## config.mk

```make
export PLATFORM = sky130hd
export DESIGN_NAME = rrbm_mod_unit
export DESIGN_NICKNAME = d
export VERILOG_FILES = /design/src/hdl/rrbm_pkg.sv /design/src/hdl/rrbm_mod_unit.sv
export SDC_FILE = /design/constraint.sdc
export NUM_CORES = 1
export LEC_CHECK = 0
export BUFFER_PORTS_ARGS = -buffer_cell sky130_fd_sc_hd__buf_2
export CORE_MARGIN = 1.5
export CORE_UTILIZATION = 56
export DETAILED_ROUTE_END_ITERATION = 10
export PLACE_DENSITY = 0.8
export SLEW_MARGIN = 20
export SYNTH_ARGS = -nofsm -noshare
export SYNTH_HDL_FRONTEND = slang
export SYNTH_SLANG_ARGS = --single-unit
export TNS_END_PERCENT = 20
```

## constraint.sdc

```tcl
create_clock -name clock -period 7 [get_ports clock]
set_input_delay 0.7 -clock clock [delete_from_list [all_inputs] [get_ports clock]]
set_output_delay 0.7 -clock clock [all_outputs]
set_load 0.02 [all_outputs]
```

## src/hdl/rrbm_pkg.sv

```systemverilog
// Shared types and constants for the ROM/RAM bank mapper.
`default_nettype none

package rrbm_pkg;

   // Banked cartridge RAM: four banks of 8 KiB.
   localparam int unsigned RAM_BANK_BYTES = 8192;
   localparam int unsigned RAM_BANKS      = 4;
   localparam int unsigned RAM_DEPTH      = RAM_BANKS * RAM_BANK_BYTES;
   localparam int unsigned RAM_ADDR_W     = $clog2(RAM_DEPTH);
   localparam int unsigned RAM_OFFS_W     = $clog2(RAM_BANK_BYTES);

   // ROM banking: 16 KiB banks, at most 128 of them.
   localparam int unsigned ROM_BANK_BYTES = 16384;
   localparam int unsigned ROM_OFFS_W     = $clog2(ROM_BANK_BYTES);
   localparam int unsigned ROM_BANK_W     = 7;
   localparam int unsigned MAX_ROM_BANKS  = 128;
   localparam int unsigned MIN_ROM_BANKS  = 2;

   // Bus access kinds.
   typedef enum logic [1:0] {
      OP_ROM_READ   = 2'd0,
      OP_CTRL_WRITE = 2'd1,
      OP_RAM_READ   = 2'd2,
      OP_RAM_WRITE  = 2'd3
   } opcode_type;

   // Control register regions, decoded from address bits 15:13.
   localparam logic [2:0] REGION_RAM_ENABLE = 3'd0;
   localparam logic [2:0] REGION_ROM_BANK   = 3'd1;
   localparam logic [2:0] REGION_RAM_BANK   = 3'd2;
   localparam logic [2:0] REGION_MODE       = 3'd3;

   // Low nibble that turns RAM enable on.
   localparam logic [3:0] RAM_ENABLE_KEY = 4'hA;

   // Configuration register indexes.
   localparam logic [1:0] CSR_ROM_BANK_COUNT = 2'd0;
   localparam logic [1:0] CSR_ROM_SIZE_CODE  = 2'd1;
   localparam logic [1:0] CSR_RAM_SIZE_CODE  = 2'd2;

   // Header size codes above these allow the banking mode to be set.
   localparam logic [3:0] ROM_SIZE_MODE_MIN = 4'd4;
   localparam logic [2:0] RAM_SIZE_MODE_MIN = 3'd2;

   // Request to the banked RAM: one address shared by read and write.
   typedef struct packed {
      logic                  we;
      logic [RAM_ADDR_W-1:0] addr;
      logic [7:0]            wdata;
   } ram_req_type;

   // Configuration as the datapath sees it.
   typedef struct packed {
      logic [7:0] bank_count;
      logic       mode_ok;
   } cfg_type;

   // Start request for the remainder unit.
   typedef struct packed {
      logic                  start;
      logic [ROM_BANK_W-1:0] dividend;
      logic [7:0]            divisor;
   } div_req_type;

endpackage

`default_nettype wire

```

## src/hdl/rrbm_mod_unit.sv

```systemverilog
// Bit-serial remainder unit: reduces a ROM bank number modulo the bank count.
`default_nettype none

module rrbm_mod_unit (
   input  wire logic                                  clock,
   input  wire logic                                  reset,
   input  wire rrbm_pkg::div_req_type                 req,
   output logic                                       done,
   output logic [rrbm_pkg::ROM_BANK_W-1:0]            remainder
);

   localparam int unsigned BW = rrbm_pkg::ROM_BANK_W;

   logic [BW-1:0]          rem_ff, rem_in;
   logic [BW-1:0]          dvd_ff, dvd_in;
   logic [7:0]             dsr_ff, dsr_in;
   logic [$clog2(BW+1)-1:0] cnt_ff, cnt_in;
   logic                   busy_ff, busy_in;
   logic                   done_ff, done_in;
   logic [7:0]             trial;

   assign done      = done_ff;
   assign remainder = rem_ff;

   // One restoring step per cycle: shift in the next dividend bit, subtract if it fits.
   // The partial remainder stays below the divisor, so it fits in BW bits.
   always_comb begin
      trial   = {rem_ff, dvd_ff[BW-1]};
      rem_in  = rem_ff;
      dvd_in  = dvd_ff;
      dsr_in  = dsr_ff;
      cnt_in  = cnt_ff;
      busy_in = busy_ff;
      done_in = 1'b0;
      if (req.start) begin
         rem_in  = '0;
         dvd_in  = req.dividend;
         dsr_in  = req.divisor;
         cnt_in  = ($clog2(BW+1))'(BW);
         busy_in = 1'b1;
      end else if (busy_ff) begin
         if (trial >= dsr_ff) begin
            rem_in = BW'(trial - dsr_ff);
         end else begin
            rem_in = BW'(trial);
         end
         dvd_in = {dvd_ff[BW-2:0], 1'b0};
         cnt_in = cnt_ff - 1'b1;
         if (cnt_ff == ($clog2(BW+1))'(1)) begin
            busy_in = 1'b0;
            done_in = 1'b1;
         end
      end
   end

   always_ff @(posedge clock) begin
      if (reset) begin
         busy_ff <= 1'b0;
         done_ff <= 1'b0;
         cnt_ff  <= '0;
      end else begin
         busy_ff <= busy_in;
         done_ff <= done_in;
         cnt_ff  <= cnt_in;
      end
      rem_ff <= rem_in;
      dvd_ff <= dvd_in;
      dsr_ff <= dsr_in;
   end

endmodule

`default_nettype wire

```

== Word-level counts from Yosys, hierarchy flattened ==
Cells that the tools add are included.

* Register bits after elaboration: 27
* Bits of input ports: 18
* Output and inout bits: 8
* Word-level logic and storage cells: 22

* Add/subtract/negate cells: 2
* $lt $le $gt $ge: 1
* Eq/ne operators: 1
* Muxes and demuxes: 9
* Bitwise logic cells: 1
* Reduce and logical (&&, ||, !) cells: 2

{| class="wikitable"
|+ Operators with widths
! cell !! count
|-
| two-way mux 7 bit || 3
|-
| >= comparator 8 bit || 1
|-
| subtractor 7 bit || 1
|-
| two-way mux 3 bit || 2
|-
| two-way mux 1 bit || 4
|-
| equality test 3 x 1 -> 1 bit, second input constant || 1
|-
| OR reduction 3 bit || 1
|-
| subtractor 3 x 1 -> 3 bit, second input constant || 1
|-
| nonzero test 2 bit || 1
|-
| NOT 1 bit || 1
|}

== Logic depth before layout (Yosys ltp) ==
* Depth after elaboration: 4
* Mapped depth: 10
* Depth with buffers taken out: 9

== Least setup slack after synthesis ==
Ideal clock, no wire load.

* Path kind: register to register
* Start point: register dvd_ff[6]
* End point: register rem_ff[6], in the netlist remainder[6]
* Setup time: 0.088 ns
* Arrival: 2.121 ns
* Data required time: 6.912 ns
* Setup slack: 4.791 ns
* Stages on the path, launching flop included: 10
* Buffers on the path: 0
* Clock period less this slack: 2.209 ns
* Path through: edfxtp_1 -> inv_1 -> ha_1 -> inv_1 -> fa_1 -> a211oi_2 -> nor2_1 -> a2111o_1 -> a31o_2 -> a311oi_2

* Longest elaborated chain between the ends: 2
* Elaborated cells between the ends (all ways): 3
* Those cells by class: add/sub (1); order compare (1); mux (1)

{| class="wikitable"
|+ RTL lines
! item !! RTL line !! RTL
|-
| start: declaration || rrbm_mod_unit.sv:15 || <nowiki>logic [BW-1:0] dvd_ff, dvd_in;</nowiki>
|-
| start signal: assignment || rrbm_mod_unit.sv:67 || <nowiki>dvd_ff <= dvd_in;</nowiki>
|-
| subtractor 7 bit / >= comparator 8 bit (equally long branches) || rrbm_mod_unit.sv:43, rrbm_mod_unit.sv:42 ||
|-
| two-way mux 7 bit (*) || rrbm_mod_unit.sv:42 || <nowiki>if (trial >= dsr_ff) begin</nowiki>
|-
| end signal: assignment || rrbm_mod_unit.sv:66 || <nowiki>rem_ff <= rem_in;</nowiki>
|-
| end: declaration || rrbm_mod_unit.sv:14 || <nowiki>logic [BW-1:0] rem_ff, rem_in;</nowiki>
|}

Every way passes the cells marked *; elsewhere a longest branch is shown, timed or not.
A chain may end at the register's enable or synchronous reset.

== Worst setup path after layout ==
* Start point: register dvd_ff[6]
* End point: register rem_ff[1], in the netlist remainder[1]

Same word-level chain as after synthesis.

==> metrics.md <==
| Metric | Value |
|---|---|
| Status | completed |
| Share of the synthesized area in the top cell type | 31.44% |
| Final nets | 186 |
| Initial antenna violation count | 0 |
| CP Buf/Inv Count | 2 |
| Core Area | 2455 um^2 |
| Resized Gates After CTS | 0 |
| CTS sink cnt | 27 |
| Register area share after synthesis | 48.21% |
| Max-Cap Viols | 0 |
| Setup ws final | 4.332 ns |
| Final setup viols | 0 |
| Mapped Cells | 133 |
| First-pass GRT wire length | 4008 um |
| Crit path DAT | 2.92 ns |
| Max Root-Sink Buffers | 2 |
| Worst path cell trace | inv_1 -> ha_1 -> inv_1 -> fa_1 -> a211oi_2 -> o21ai_1 -> a221oi_2 -> mux2i_1 -> a211oi_1 |
| Synth area leader | edfxtp_1 |
| Max incr delay on CP | 0.73 ns |
| Io pins | 26 |
| CTS Buf Count | 3 |
| Cts hold-fix bufs | 0 |
| Tot GR Track Use | 19.40% |
| Final min period | 2.668 ns |
| Die height | 53.58 um |
| Worst supply voltage drop on vdd | 0.0001537 V |
| Die X | 53.58 um |
| Measured slew at the worst slew-check pin | 0.8316 ns |
| Worst reg2reg setup slack | 4.33 ns |
| Pwr dens | 216.2 nW/um^2 |
| Relative slew slack | 44.56% |
| Skew final | 0.004135 ns |
| Via count | 1048 |
| R2r endpoint | remainder[1] |
| PortBufs | 25 |
| Critical Path Start Type | flop |
| 1st-pass router iterations | 5 |
| Worst-skew pair later-pin latency | 0.33 ns |
| Vias per cell | 5.634 |
| Worst-path clk slew | 0.14 ns |
| Most frequent cells in the layout | buf_2 (25), nor2_1 (19), edfxtp_1 (15) |
| Most used cell, CP | inv_1 |
| Total gr overflow | 0 |
| Unrepaired setup endpoints after global routing | false |
| Setup TNS Final | 0 ns |
| FF-to-FF Start | dvd_ff[6] |
| Dpl ws | 4.349 ns |
| Most common cell after layout, fill and taps aside | buf_2 |
| DR iter-0 viols | 13 |
| Area delta synth->final | 11.09% |
| Min-Delay Path Class | in -> reg |
| Hold_sp | req[6] |
| Worst setup path class | reg -> reg |
| Reg2Reg Depth | 9 |
| Placer Congestion | 0.8836 |
| Layout cells sized above 1 | 27.56% |
| Top FF cell, synth | edfxtp_1 |
| Post-synth EDFFs | 15 |
| Root buf cell | clkbuf_4 |
| Top cells by area, synth | edfxtp_1 (31%), dfxtp_1 (17%), ha_1 (8.7%) |
| Final Core Density | 64.83% |
| Critical Path RT | 7.25 ns |
| Critical Path Sink Type | flop |
| Worst Hold End | dsr_ff[6] |
| Vias in the first global route | 973 |
| Worst hold slack | 0.5349 ns |
| Post-DP HPWL | 1834 um |
| FF+latch area | 690.7 um^2 |
| Cell family with most CP delay | compound AO/OA/AOI/OAI gates |
| Fmax | 374.8 MHz |
| YS warnings | 0 |
| Post-route cell area | 1592 um^2 |
| Slowest CP cell | a221oi_2 |
| Max-slew violations | 0 |
| Multi-input combinational cell area | 658.1 um^2 |
| Post-DR wirelength/cell | 13.09 um |
| Post-synth cell types | 41 |
| Fill cell count | 203 |
| Post-synthesis net count | 162 |
| Leakage | 0.7035 nW |
| Initial core utilization | 58.36% |
| DP Area | 1564 um^2 |
| Hold path depth | 1 |
| Row cnt | 18 |
| Mapped Area | 1433 um^2 |
| DRT antenna net count | 0 |
| TritonCTS clock tree | yes |
| Drt total wl | 2434 um |
| Worst-path maximum fanout | 11 |
| Asr flop ratio synth | 0% |
| DRC | 0 |
| ANT cells | 0 |
| Pin count of the biggest net entering global routing | 31 |
| Final Hold Violating Endpoints | 0 |
| # Post-CTS Setup Buffers | 0 |
| Die Area | 2871 um^2 |
| Htree depth | 1 |
| Mean Syn Cell Area | 10.77 um^2 |
| Tcrit/Tclk final | 38.11% |
| Synth Register Bits | 27 |
==> cell families (layout without fill, tap and decap cells) <==
kind of cell	count (synthesis)	in the layout	share of synthesized area, %
buffers and inverters	20	43	5.851
AO/OA/AOI/OAI	22	22	12.58
flip-flops	27	27	48.21
multiplexers	9	9	6.812
XOR/XNOR	5	5	3.057
AND/OR/NAND/NOR	39	39	13.36
adder cells (fa/ha/maj)	11	11	10.13
==> registers in the layout, summed over array words and instances (netlist names) <==
signal     cells
dsr_ff         8
done           1
busy_ff        1
cnt_ff         3
remainder      7
dvd_ff         7
==> cells in the mapped netlist (2+ instances only) <==
cell type / number
clkbuf_1: 3
xnor2_1: 2
inv_1: 14
mux2i_1: 3
nand2_1: 5
a311oi_1: 2
dfxtp_1: 12
a211oi_1: 3
nand3_1: 2
nor2_1: 19
a21oi_1: 5
or2_2: 2
mux2_2: 6
edfxtp_1: 15
ha_1: 10
nor3_1: 2
nand2b_1: 2
xor2_1: 3
==> where the power goes <==
group          switching [mW]  internal, mW
Clock                  0.0455        0.0215
Combinational          0.0464        0.0381
Sequential             0.0104         0.182
==> layer usage <==
layer / wire length (um) / global-route usage (%)
met1: 1107 / 23.84
met2: 1217 / 33.13
met3: 63 / 3.333
met4: 44 / 8.974
met5: 0 / 0
==> how the worst max path moves through the flow <==
stage	from	end	slack, ns	depth (start not counted)
2_1_floorplan	dvd_ff[6]	remainder[6]	4.79	9
3_3_place_gp	dvd_ff[6]	remainder[6]	4.42	9
3_5_place_dp	dvd_ff[6]	remainder[2]	4.35	9
4_1_cts	dvd_ff[6]	remainder[4]	4.33	9
5_1_grt	dvd_ff[6]	remainder[4]	4.05	9
6_report	dvd_ff[6]	remainder[1]	4.33	9
==> layout make-up <==
type / count / share of cell area, %
inverter: 14 / 3.302
tap: 30 / 2.358
clock buffer: 3 / 1.415
timing repair buffer: 25 / 7.862
multi-input combinational: 86 / 41.35
clock inverter: 1 / 0.3145
sequential: 27 / 43.40
==> per-stage QoR <==
step	std cells	power (mW)
global placement	182	0.2768
CTS	186	0.3484
detailed placement	182	0.2812
floorplan	133	0.2606
global route	186	0.3657
finish	186	0.3441
(Power assumes the default switching activity.)
