`config.mk`:
```
export PLATFORM = sky130hd
export DESIGN_NAME = rrbm_csr
export DESIGN_NICKNAME = d
export VERILOG_FILES = /design/src/hdl/rrbm_pkg.sv /design/src/hdl/rrbm_csr.sv
export SDC_FILE = /design/constraint.sdc
export NUM_CORES = 1
export LEC_CHECK = 0
export ABC_CLOCK_PERIOD_IN_PS = 1800
export BUFFER_PORTS_ARGS = -buffer_cell sky130_fd_sc_hd__buf_2
export CAP_MARGIN = 30
export CORE_MARGIN = 2
export CORE_UTILIZATION = 30
export CTS_CLUSTER_DIAMETER = 150
export DETAILED_ROUTE_END_ITERATION = 16
export PLACE_DENSITY = 0.74
export SKIP_LAST_GASP = 1
export SYNTH_ARGS = -nofsm -noshare
export SYNTH_HDL_FRONTEND = slang
export SYNTH_SLANG_ARGS = --single-unit
```
`constraint.sdc`:
```
create_clock -name clock -period 1.8 [get_ports clock]
set_clock_uncertainty 0.2 [all_clocks]
set_input_delay 0.27 -clock clock [delete_from_list [all_inputs] [get_ports clock]]
set_output_delay 0.27 -clock clock [all_outputs]
set_load 0.01 [all_outputs]
```
`src/hdl/rrbm_pkg.sv`:
```
// Shared types and constants for the ROM/RAM bank mapper.
`default_nettype none

package rrbm_pkg;

   // Banked cartridge RAM: four banks of 8 KiB.
   localparam int unsigned RAM_BANK_BYTES = 8192;
   localparam int unsigned RAM_BANKS      = 4;
   localparam int unsigned RAM_DEPTH      = RAM_BANKS * RAM_BANK_BYTES;
   localparam int unsigned RAM_ADDR_W     = $clog2(RAM_DEPTH);
   localparam int unsigned RAM_OFFS_W     = $clog2(RAM_BANK_BYTES);

   // ROM banking: 16 KiB banks, at most 128 of them.
   localparam int unsigned ROM_BANK_BYTES = 16384;
   localparam int unsigned ROM_OFFS_W     = $clog2(ROM_BANK_BYTES);
   localparam int unsigned ROM_BANK_W     = 7;
   localparam int unsigned MAX_ROM_BANKS  = 128;
   localparam int unsigned MIN_ROM_BANKS  = 2;

   // Bus access kinds.
   typedef enum logic [1:0] {
      OP_ROM_READ   = 2'd0,
      OP_CTRL_WRITE = 2'd1,
      OP_RAM_READ   = 2'd2,
      OP_RAM_WRITE  = 2'd3
   } opcode_type;

   // Control register regions, decoded from address bits 15:13.
   localparam logic [2:0] REGION_RAM_ENABLE = 3'd0;
   localparam logic [2:0] REGION_ROM_BANK   = 3'd1;
   localparam logic [2:0] REGION_RAM_BANK   = 3'd2;
   localparam logic [2:0] REGION_MODE       = 3'd3;

   // Low nibble that turns RAM enable on.
   localparam logic [3:0] RAM_ENABLE_KEY = 4'hA;

   // Configuration register indexes.
   localparam logic [1:0] CSR_ROM_BANK_COUNT = 2'd0;
   localparam logic [1:0] CSR_ROM_SIZE_CODE  = 2'd1;
   localparam logic [1:0] CSR_RAM_SIZE_CODE  = 2'd2;

   // Header size codes above these allow the banking mode to be set.
   localparam logic [3:0] ROM_SIZE_MODE_MIN = 4'd4;
   localparam logic [2:0] RAM_SIZE_MODE_MIN = 3'd2;

   // Request to the banked RAM: one address shared by read and write.
   typedef struct packed {
      logic                  we;
      logic [RAM_ADDR_W-1:0] addr;
      logic [7:0]            wdata;
   } ram_req_type;

   // Configuration as the datapath sees it.
   typedef struct packed {
      logic [7:0] bank_count;
      logic       mode_ok;
   } cfg_type;

   // Start request for the remainder unit.
   typedef struct packed {
      logic                  start;
      logic [ROM_BANK_W-1:0] dividend;
      logic [7:0]            divisor;
   } div_req_type;

endpackage

`default_nettype wire

```
`src/hdl/rrbm_csr.sv`:
```
// Configuration registers of the bank mapper behind an APB-style port.
`default_nettype none

module rrbm_csr (
   input  wire logic            clock,
   input  wire logic            reset,
   input  wire logic            psel,
   input  wire logic            penable,
   input  wire logic            pwrite,
   input  wire logic [3:0]      paddr,
   input  wire logic [31:0]     pwdata,
   output logic [31:0]          prdata,
   output logic                 pready,
   output rrbm_pkg::cfg_type    cfg
);

   logic [7:0] rom_bank_count_ff;
   logic [3:0] rom_size_code_ff;
   logic [2:0] ram_size_code_ff;
   logic [1:0] reg_idx;
   logic       wr_beat;

   assign pready  = 1'b1;
   assign reg_idx = paddr[3:2];
   assign wr_beat = psel && penable && pwrite;

   // Register writes on the access beat.
   always_ff @(posedge clock) begin
      if (reset) begin
         rom_bank_count_ff <= 8'd2;
         rom_size_code_ff  <= 4'd0;
         ram_size_code_ff  <= 3'd0;
      end else if (wr_beat) begin
         unique case (reg_idx)
            rrbm_pkg::CSR_ROM_BANK_COUNT: rom_bank_count_ff <= pwdata[7:0];
            rrbm_pkg::CSR_ROM_SIZE_CODE:  rom_size_code_ff  <= pwdata[3:0];
            rrbm_pkg::CSR_RAM_SIZE_CODE:  ram_size_code_ff  <= pwdata[2:0];
            default: ;
         endcase
      end
   end

   // Read back.
   always_comb begin
      unique case (reg_idx)
         rrbm_pkg::CSR_ROM_BANK_COUNT: prdata = {24'd0, rom_bank_count_ff};
         rrbm_pkg::CSR_ROM_SIZE_CODE:  prdata = {28'd0, rom_size_code_ff};
         rrbm_pkg::CSR_RAM_SIZE_CODE:  prdata = {29'd0, ram_size_code_ff};
         default:                      prdata = 32'd0;
      endcase
   end

   // Bank count clamped to the supported range; mode permission from the header codes.
   always_comb begin
      priority if (rom_bank_count_ff < 8'(rrbm_pkg::MIN_ROM_BANKS)) begin
         cfg.bank_count = 8'(rrbm_pkg::MIN_ROM_BANKS);
      end else if (rom_bank_count_ff > 8'(rrbm_pkg::MAX_ROM_BANKS)) begin
         cfg.bank_count = 8'(rrbm_pkg::MAX_ROM_BANKS);
      end else begin
         cfg.bank_count = rom_bank_count_ff;
      end
      cfg.mode_ok = (ram_size_code_ff > rrbm_pkg::RAM_SIZE_MODE_MIN)
                 && (rom_size_code_ff > rrbm_pkg::ROM_SIZE_MODE_MIN);
   end

endmodule

`default_nettype wire

```
Word level (Yosys, flattened, before mapping)
Index checks and enable logic that the tools add are counted.

operators by class
  order comparisons = 4
  equality and inequality tests = 2
  multiplexer cells = 3
  reductions and logical operators = 7

operators with widths
  cell                                                                           count
  8-bit case mux with 3 select lines                                             1
  8-bit 2-to-1 mux                                                               2
  8-bit > comparator (second input constant)                                     1
  8-bit by 2-bit less-than comparator with 1-bit output (second input constant)  1
  2-bit AND reduction                                                            3
  4-bit by 3-bit > comparator with 1-bit output (second input constant)          1
  3-bit by 2-bit > comparator with 1-bit output (second input constant)          1
  1-bit logical AND                                                              3
  2-bit by 1-bit == test with 1-bit output (second input constant)               1
  2-bit == test (second input constant)                                          1
  2-bit logical NOT                                                              1

storage, ports and cells
  flip-flop bits (word level) = 15
  logic and storage cells = 19

Depth between registers and ports, before layout
Gate-level depths: netlist (run 1).

  depth in word-level cells = 3
  depth in mapped cells = 4
  depth with buffers taken out = 3

Least setup slack after synthesis (run 1)
Ideal clock, no wire load.

  path type = register to output
  start point = reg rom_bank_count_ff[3]
  end point = out cfg[2] in the netlist's numbering
  arrival = 0.879 ns
  setup slack = 0.451 ns
  stages on the path, launching flop included = 4
  buffers on the path = 0
  cell sequence = dfxtp_1 > nor4_1 > nand2_1 > a21oi_1

RTL lines
  what                    RTL line        text
  start, declared         rrbm_csr.sv:17  logic [7:0] rom_bank_count_ff;
  start signal, assigned  rrbm_csr.sv:35  rrbm_pkg::CSR_ROM_BANK_COUNT: rom_bank_count_ff <= pwdata[7:0];
  end, declared           rrbm_csr.sv:14  output rrbm_pkg::cfg_type cfg

==> results of run 1 <==
tightest hold or removal path, delay by kind of cell:
kind                   cells  cell delay (ns)
buffers and inverters      1             0.09
muxes                      1             0.06
and+or+nand+nor            1             0.06
cell usage in the layout, fill, tap and decap left out:
cell / n
o21ai_0: 4
a21oi_2: 1
a21oi_1: 2
nor2_1: 5
nor3b_1: 1
clkbuf_1: 1
nand2_2: 1
inv_1: 2
and2_1: 4
clkbuf_4: 3
nand2b_1: 22
or3b_1: 1
dfxtp_1: 13
and3b_1: 1
conb_1: 25
nor2b_1: 5
and2b_2: 1
nor3_2: 1
nand3_2: 1
dfxtp_2: 2
buf_2: 31
nor4_4: 1
nand2_1: 3
mux2i_1: 19
buf_4: 3
or3_1: 1
power by group:
part | internal [uW] | leakage [uW] | switching, uW | total (uW)
Combinational | 37.6 | 0.000475 | 59.1 | 96.7
Clock | 85.8 | 0.0000150 | 103 | 189
Sequential | 336 | 0.000122 | 4.78 | 341
logic make-up after synthesis:
group           Yosys count  synth area share [%]
compound gates            7                  3.29
mux                      19                  17.9
flops                    15                  28.2
buf+inv                  34                  22.3
other cells               2                 0.705
simple gates             48                  27.6
registers in the layout, indices dropped and copies added, names as in the netlist:
| signal | count |
|---|---|
| rom_bank_count_ff | 8 |
| rom_size_code_ff | 4 |
| ram_size_code_ff | 3 |
worst max-delay path by stage:
| stage | end | cells past startpoint | startpoint | slack [ns] |
|---|---|---|---|---|
| floorplan | cfg[2] | 3 | rom_bank_count_ff[3] | 0.45 |
| global placement | cfg[1] | 4 | rom_bank_count_ff[3] | 0.27 |
| detailed placement | prdata[2] | 5 | paddr[2] | 0.28 |
| CTS | cfg[1] | 4 | rom_bank_count_ff[4] | 0.0006 |
| global route | cfg[1] | 4 | rom_bank_count_ff[4] | -0.07 |
| finish | cfg[1] | 4 | rom_bank_count_ff[4] | 0.005 |
layer usage:
| metal | share of wire, % | track usage, % |
|---|---|---|
| met5 | 0 | 0 |
| met3 | 5.6 | 1.79 |
| met4 | 0 | 4.08 |
| met2 | 46 | 15.8 |
| met1 | 49 | 13.1 |
per-stage QoR:
stage          area, um2  std cells  hold slack, ns  power [uW]  worst slack (ns)
5_1_grt             1210        200          0.0377         660           -0.0716
3_5_place_dp        1150        195           0.279         442             0.275
3_3_place_gp        1150        195           0.273         442             0.265
6_report            1210        200          0.0438         626           0.00525
4_1_cts             1190        200          0.0390         633          0.000583
2_1_floorplan       1150        148           0.225         457             0.451
layout make-up:
| cell class | count | area share (%) |
|---|---|---|
| Tap cell | 46 | 4.77 |
| Inverter | 2 | 0.622 |
| Multi-Input combinational cell | 99 | 52.6 |
| Sequential cell | 15 | 25.1 |
| Clock buffer | 4 | 2.18 |
| Timing Repair Buffer | 34 | 14.7 |
what timing repair did:
action / in CTS / in global routing
setup buffers: 1 / 0
pin swaps: 2 / 2
gates resized for setup: 2 / 4
setup endpoints to repair: 2 / 2
==> flow_metrics.tcl, run 1 <==
set metrics [dict create \
    outcome "completed" \
    fin_crit_ns 1.79 \
    rsz0062_at_grt "true" \
    drt-initial-drc-count 13 \
    worst_hold_path_type "input pin to register" \
    antenna-diode-count 0 \
    path_delay_family "simple AND/OR/NAND/NOR gates" \
    core_mm2 0.00336 \
    grt_antenna_before_repair 0 \
    finalSetupTns_ns 0 \
    drive_gt1_share_pct 29.2 \
    area_growth_pct 13.3 \
    powerDensity_mw_per_mm2 519 \
    synth.most_common_cell "buf_4" \
    max_freq_ghz 0.557 \
    clockBufferDepth 2 \
    fp.dieArea_mm2 0.00404 \
    tritoncts "built" \
    synth-edff-count 0 \
    critical_path_class "register to primary output" \
    peakVddDrop_mv 0.229 \
    yosys-top-cells-count "buf_4, nand2b_1, mux2i_1" \
    post-route-drc-count 0 \
    dp_hpwl_um 1580 \
    r2r-end "rom_bank_count_ff[7]" \
    ioPinCount 83 \
    hold_depth 3 \
    initial_core_util_pct 31.7 \
    layout.nets 196 \
    vias_per_cell 3.97 \
    yosys_most_used_dff "dfxtp_1" \
    yosys_warnings 0 \
    cp.required_ns 1.33 \
    postLayoutCoreUtil_pct 35.9 \
    crit_path_cell_trace "nor4_4, nand2_2, and3b_1, buf_2" \
    cts-htree-levels 1 \
    cap_violations 0 \
    rr_startpoint "rom_bank_count_ff[7]" \
    slew_viol_final 0 \
    seq_area_um2 303 \
    cts-root-buf "clkbuf_4" \
    finalHoldViolations 0 \
    numPortBuffers 31 \
    path_max_fanout 4 \
    syn_avg_cell_area_um2 8.52 \
    die_w_um 63.6 \
    grt_pass1_wl_um 3170 \
    synth_area_leaders "dfxtp_1, mux2i_1, buf_4" \
    worst_setup_path_end_kind "primary output" \
    clock_latency_ns 0.28 \
    rr_worst_depth 2 \
    wirelength_um 2020 \
    rows 21 \
    cts_buffers 3 \
    synthCells 125 \
    yosysTopAreaCell "dfxtp_1" \
    synth_top_area_share_pct 28.2 \
    fill_cells 369 \
    multiInputGateArea_um2 634 \
    finalSetupViolations 0 \
    clk_pin_slew_ns 0.08 \
    globalplace.congestion 0.759 \
    regToRegSetupSlack_ns 0.78 \
    grtUsageTotal_pct 9.90 \
    ant_nets 0 \
    cp_slowest_stage_delay_ns 0.35 \
    die_height_um 63.6 \
    grt_max_degree 25 \
    cp.arrival_ns 1.32 \
    ys_types 23 \
    crit_path_start_kind "register" \
    clock-sinks 15 \
    min_to "rom_bank_count_ff[4]" \
    crit_buf_inv 1 \
    cp_slowest_cell "dfxtp_2" \
    synth.yosys.seq_area_share_pct 28.2 \
    dr.pass1.iters 4 \
    grt_pass1_vias 724 \
    grt.overflow.total 0 \
    hp-start "pwdata[4]" \
    fin_crit_sh_pct 99.7 \
    ctsHoldBuffers 0 \
    leakage_uw 0.000612 \
    vias 794 \
    wl_per_cell_um 10.1 \
    ys_async_sr_fraction_pct 0 \
    ys_seq_elements 15 \
    synth_area_mm2 0.00106 \
]
No activity file was read; power rests on OpenSTA's default activity.
==> run 2: changes to the inputs <==
Settings changed: CORE_UTILIZATION 30 to 33, PLACE_DENSITY 0.74 to 0.79.
==> flow_metrics.tcl, run 2 (synthesized netlist as in run 1, its figures left out) <==
set metrics [dict create \
    path_depth 4 \
    area_growth_pct 13.6 \
    crit_path_start_kind "register" \
    finalSetupViolations 0 \
    die_height_um 60.8 \
    finalHoldViolations 0 \
    layout_commonest_cell "buf_2" \
    dp_hpwl_um 1550 \
    clockBufferDepth 2 \
    worst_slack_ns 0.00269 \
    initial_core_util_pct 34.9 \
    core_mm2 0.00305 \
    grt_antenna_before_repair 0 \
    grt.overflow.total 0 \
    ioPinCount 83 \
    globalplace.congestion 0.691 \
    crit_buf_inv 1 \
    drt-initial-drc-count 9 \
    p_total_uw 635 \
    rr_startpoint "rom_bank_count_ff[7]" \
    cts-root-buf "clkbuf_4" \
    ant_nets 0 \
    hold_depth 3 \
    critical_path_class "register to primary output" \
    drive_gt1_share_pct 29.7 \
    wl_per_cell_um 10.0 \
    grtUsageTotal_pct 12.0 \
    min_to "rom_bank_count_ff[4]" \
    largest_register_ffs 8 \
    hp-start "pwdata[4]" \
    clock_latency_ns 0.28 \
    fin_crit_sh_pct 99.9 \
    fill_cells 338 \
    largestRegisters "rom_bank_count_ff: 8 flops, rom_size_code_ff: 4 flops, ram_size_code_ff: 3 flops" \
    die_w_um 60.8 \
    antenna-diode-count 0 \
    grt_pass1_wl_um 3220 \
    fp.dieArea_mm2 0.00370 \
    wirelength_um 2000 \
    peakVddDrop_mv 0.329 \
    crit_path_cell_trace "nor4_4, nand2_1, and3b_1, buf_2" \
    regToRegSetupSlack_ns 0.79 \
    clk_pin_slew_ns 0.10 \
    cts_buffers 3 \
    numPortBuffers 31 \
    vias_per_cell 4.02 \
    cp_slowest_stage_delay_ns 0.34 \
    mostFrequentLayoutCells "buf_2, conb_1, nand2b_1, mux2i_1, dfxtp_1" \
    path_delay_family "simple AND/OR/NAND/NOR gates" \
    path_max_fanout 2 \
    r2r-end "rom_bank_count_ff[7]" \
    dp_slack_ns 0.247 \
    rsz0062_at_grt "true" \
    grt_max_degree 25 \
    cts-htree-levels 1 \
    worst_hold_path_type "input pin to register" \
    largest_register "rom_bank_count_ff" \
    tritoncts "built" \
    fin_crit_ns 1.80 \
    vias 799 \
    seq_area_um2 303 \
    leakage_uw 0.000620 \
    rr_worst_depth 2 \
    clock-sinks 15 \
    post-route-drc-count 0 \
    outcome "completed" \
    slew_viol_final 0 \
    grt_pass1_vias 712 \
    ctsHoldBuffers 0 \
    layout.nets 197 \
    rows 20 \
    powerDensity_mw_per_mm2 525 \
    cp.arrival_ns 1.33 \
    cap_violations 0 \
    multiInputGateArea_um2 632 \
    max_freq_ghz 0.556 \
    cp_slowest_cell "dfxtp_2" \
    worst_setup_path_end_kind "primary output" \
    cp.required_ns 1.33 \
    dr.pass1.iters 3 \
]
[run 2: cell types whose count changed in the layout (fill, tap and decap cells not counted)]
cell	change
nand2_2	-1
nand2_1	+1
clkinv_2	+1
buf_4	+1
clkbuf_1	-1
[run 2: through the flow]
step           TNS, ns  hold slack, ns  area [um2]  utilization (%)  std cells
6_report             0          0.0149        1210             39.6        199
2_1_floorplan        0           0.225        1150                -        148
5_1_grt         -0.110          0.0246        1210             39.6        199
3_3_place_gp         0           0.275        1150             37.5        193
4_1_cts        -0.0126          0.0105        1200             39.2        199
3_5_place_dp         0           0.285        1150             37.5        193
[run 2: final cells by class]
cell class	instances	area share (%)
Multi-Input combinational cell	99	52.2
Sequential cell	15	25.0
Timing Repair Buffer	35	15.3
Tap cell	44	4.55
Clock buffer	3	1.86
Inverter	2	0.620
Clock inverter	1	0.414
[run 2: layer usage]
layer | global-route usage (%) | up-vias | share of wire [%]
li1 | - | 413 | -
met2 | 19.7 | 30 | 46
met4 | 5.59 | 0 | 1.6
met1 | 14.8 | 352 | 46
met3 | 2.99 | 4 | 6.8
met5 | 0 | - | 0
[run 2: worst reg2reg max path, cell delays in order, from the launching register on]
cell and delay [ns]:
dfxtp_1 0.54, nand2b_1 0.09, mux2i_1 0.12
[run 2: how the worst max path moves through the flow]
stage	start	to	slack [ns]
final	rom_bank_count_ff[6]	cfg[1]	0.003
after global routing	rom_bank_count_ff[6]	cfg[1]	-0.07
after CTS	rom_bank_count_ff[6]	cfg[1]	-0.009
after detailed placement	rom_bank_count_ff[3]	cfg[1]	0.25
after global placement	rom_bank_count_ff[3]	cfg[1]	0.29
after floorplan	rom_bank_count_ff[3]	cfg[2]	0.45
[run 2: repair_timing]
action                                 4_1_cts  5_1_grt
setup endpoints to repair                    2        2
pin swaps                                    2        1
buffers inserted                             2        0
resized for setup                            3        2
endpoints found under the hold margin        0        0
cloned                                       0        0
[run 2: where the power goes]
group	leakage, uW	internal, uW	switching [uW]	total, uW
Combinational	0.000480	37.9	59.0	96.9
Sequential	0.000122	336	4.49	341
Clock	0.0000177	82.7	114	197
Total	0.000620	457	178	635
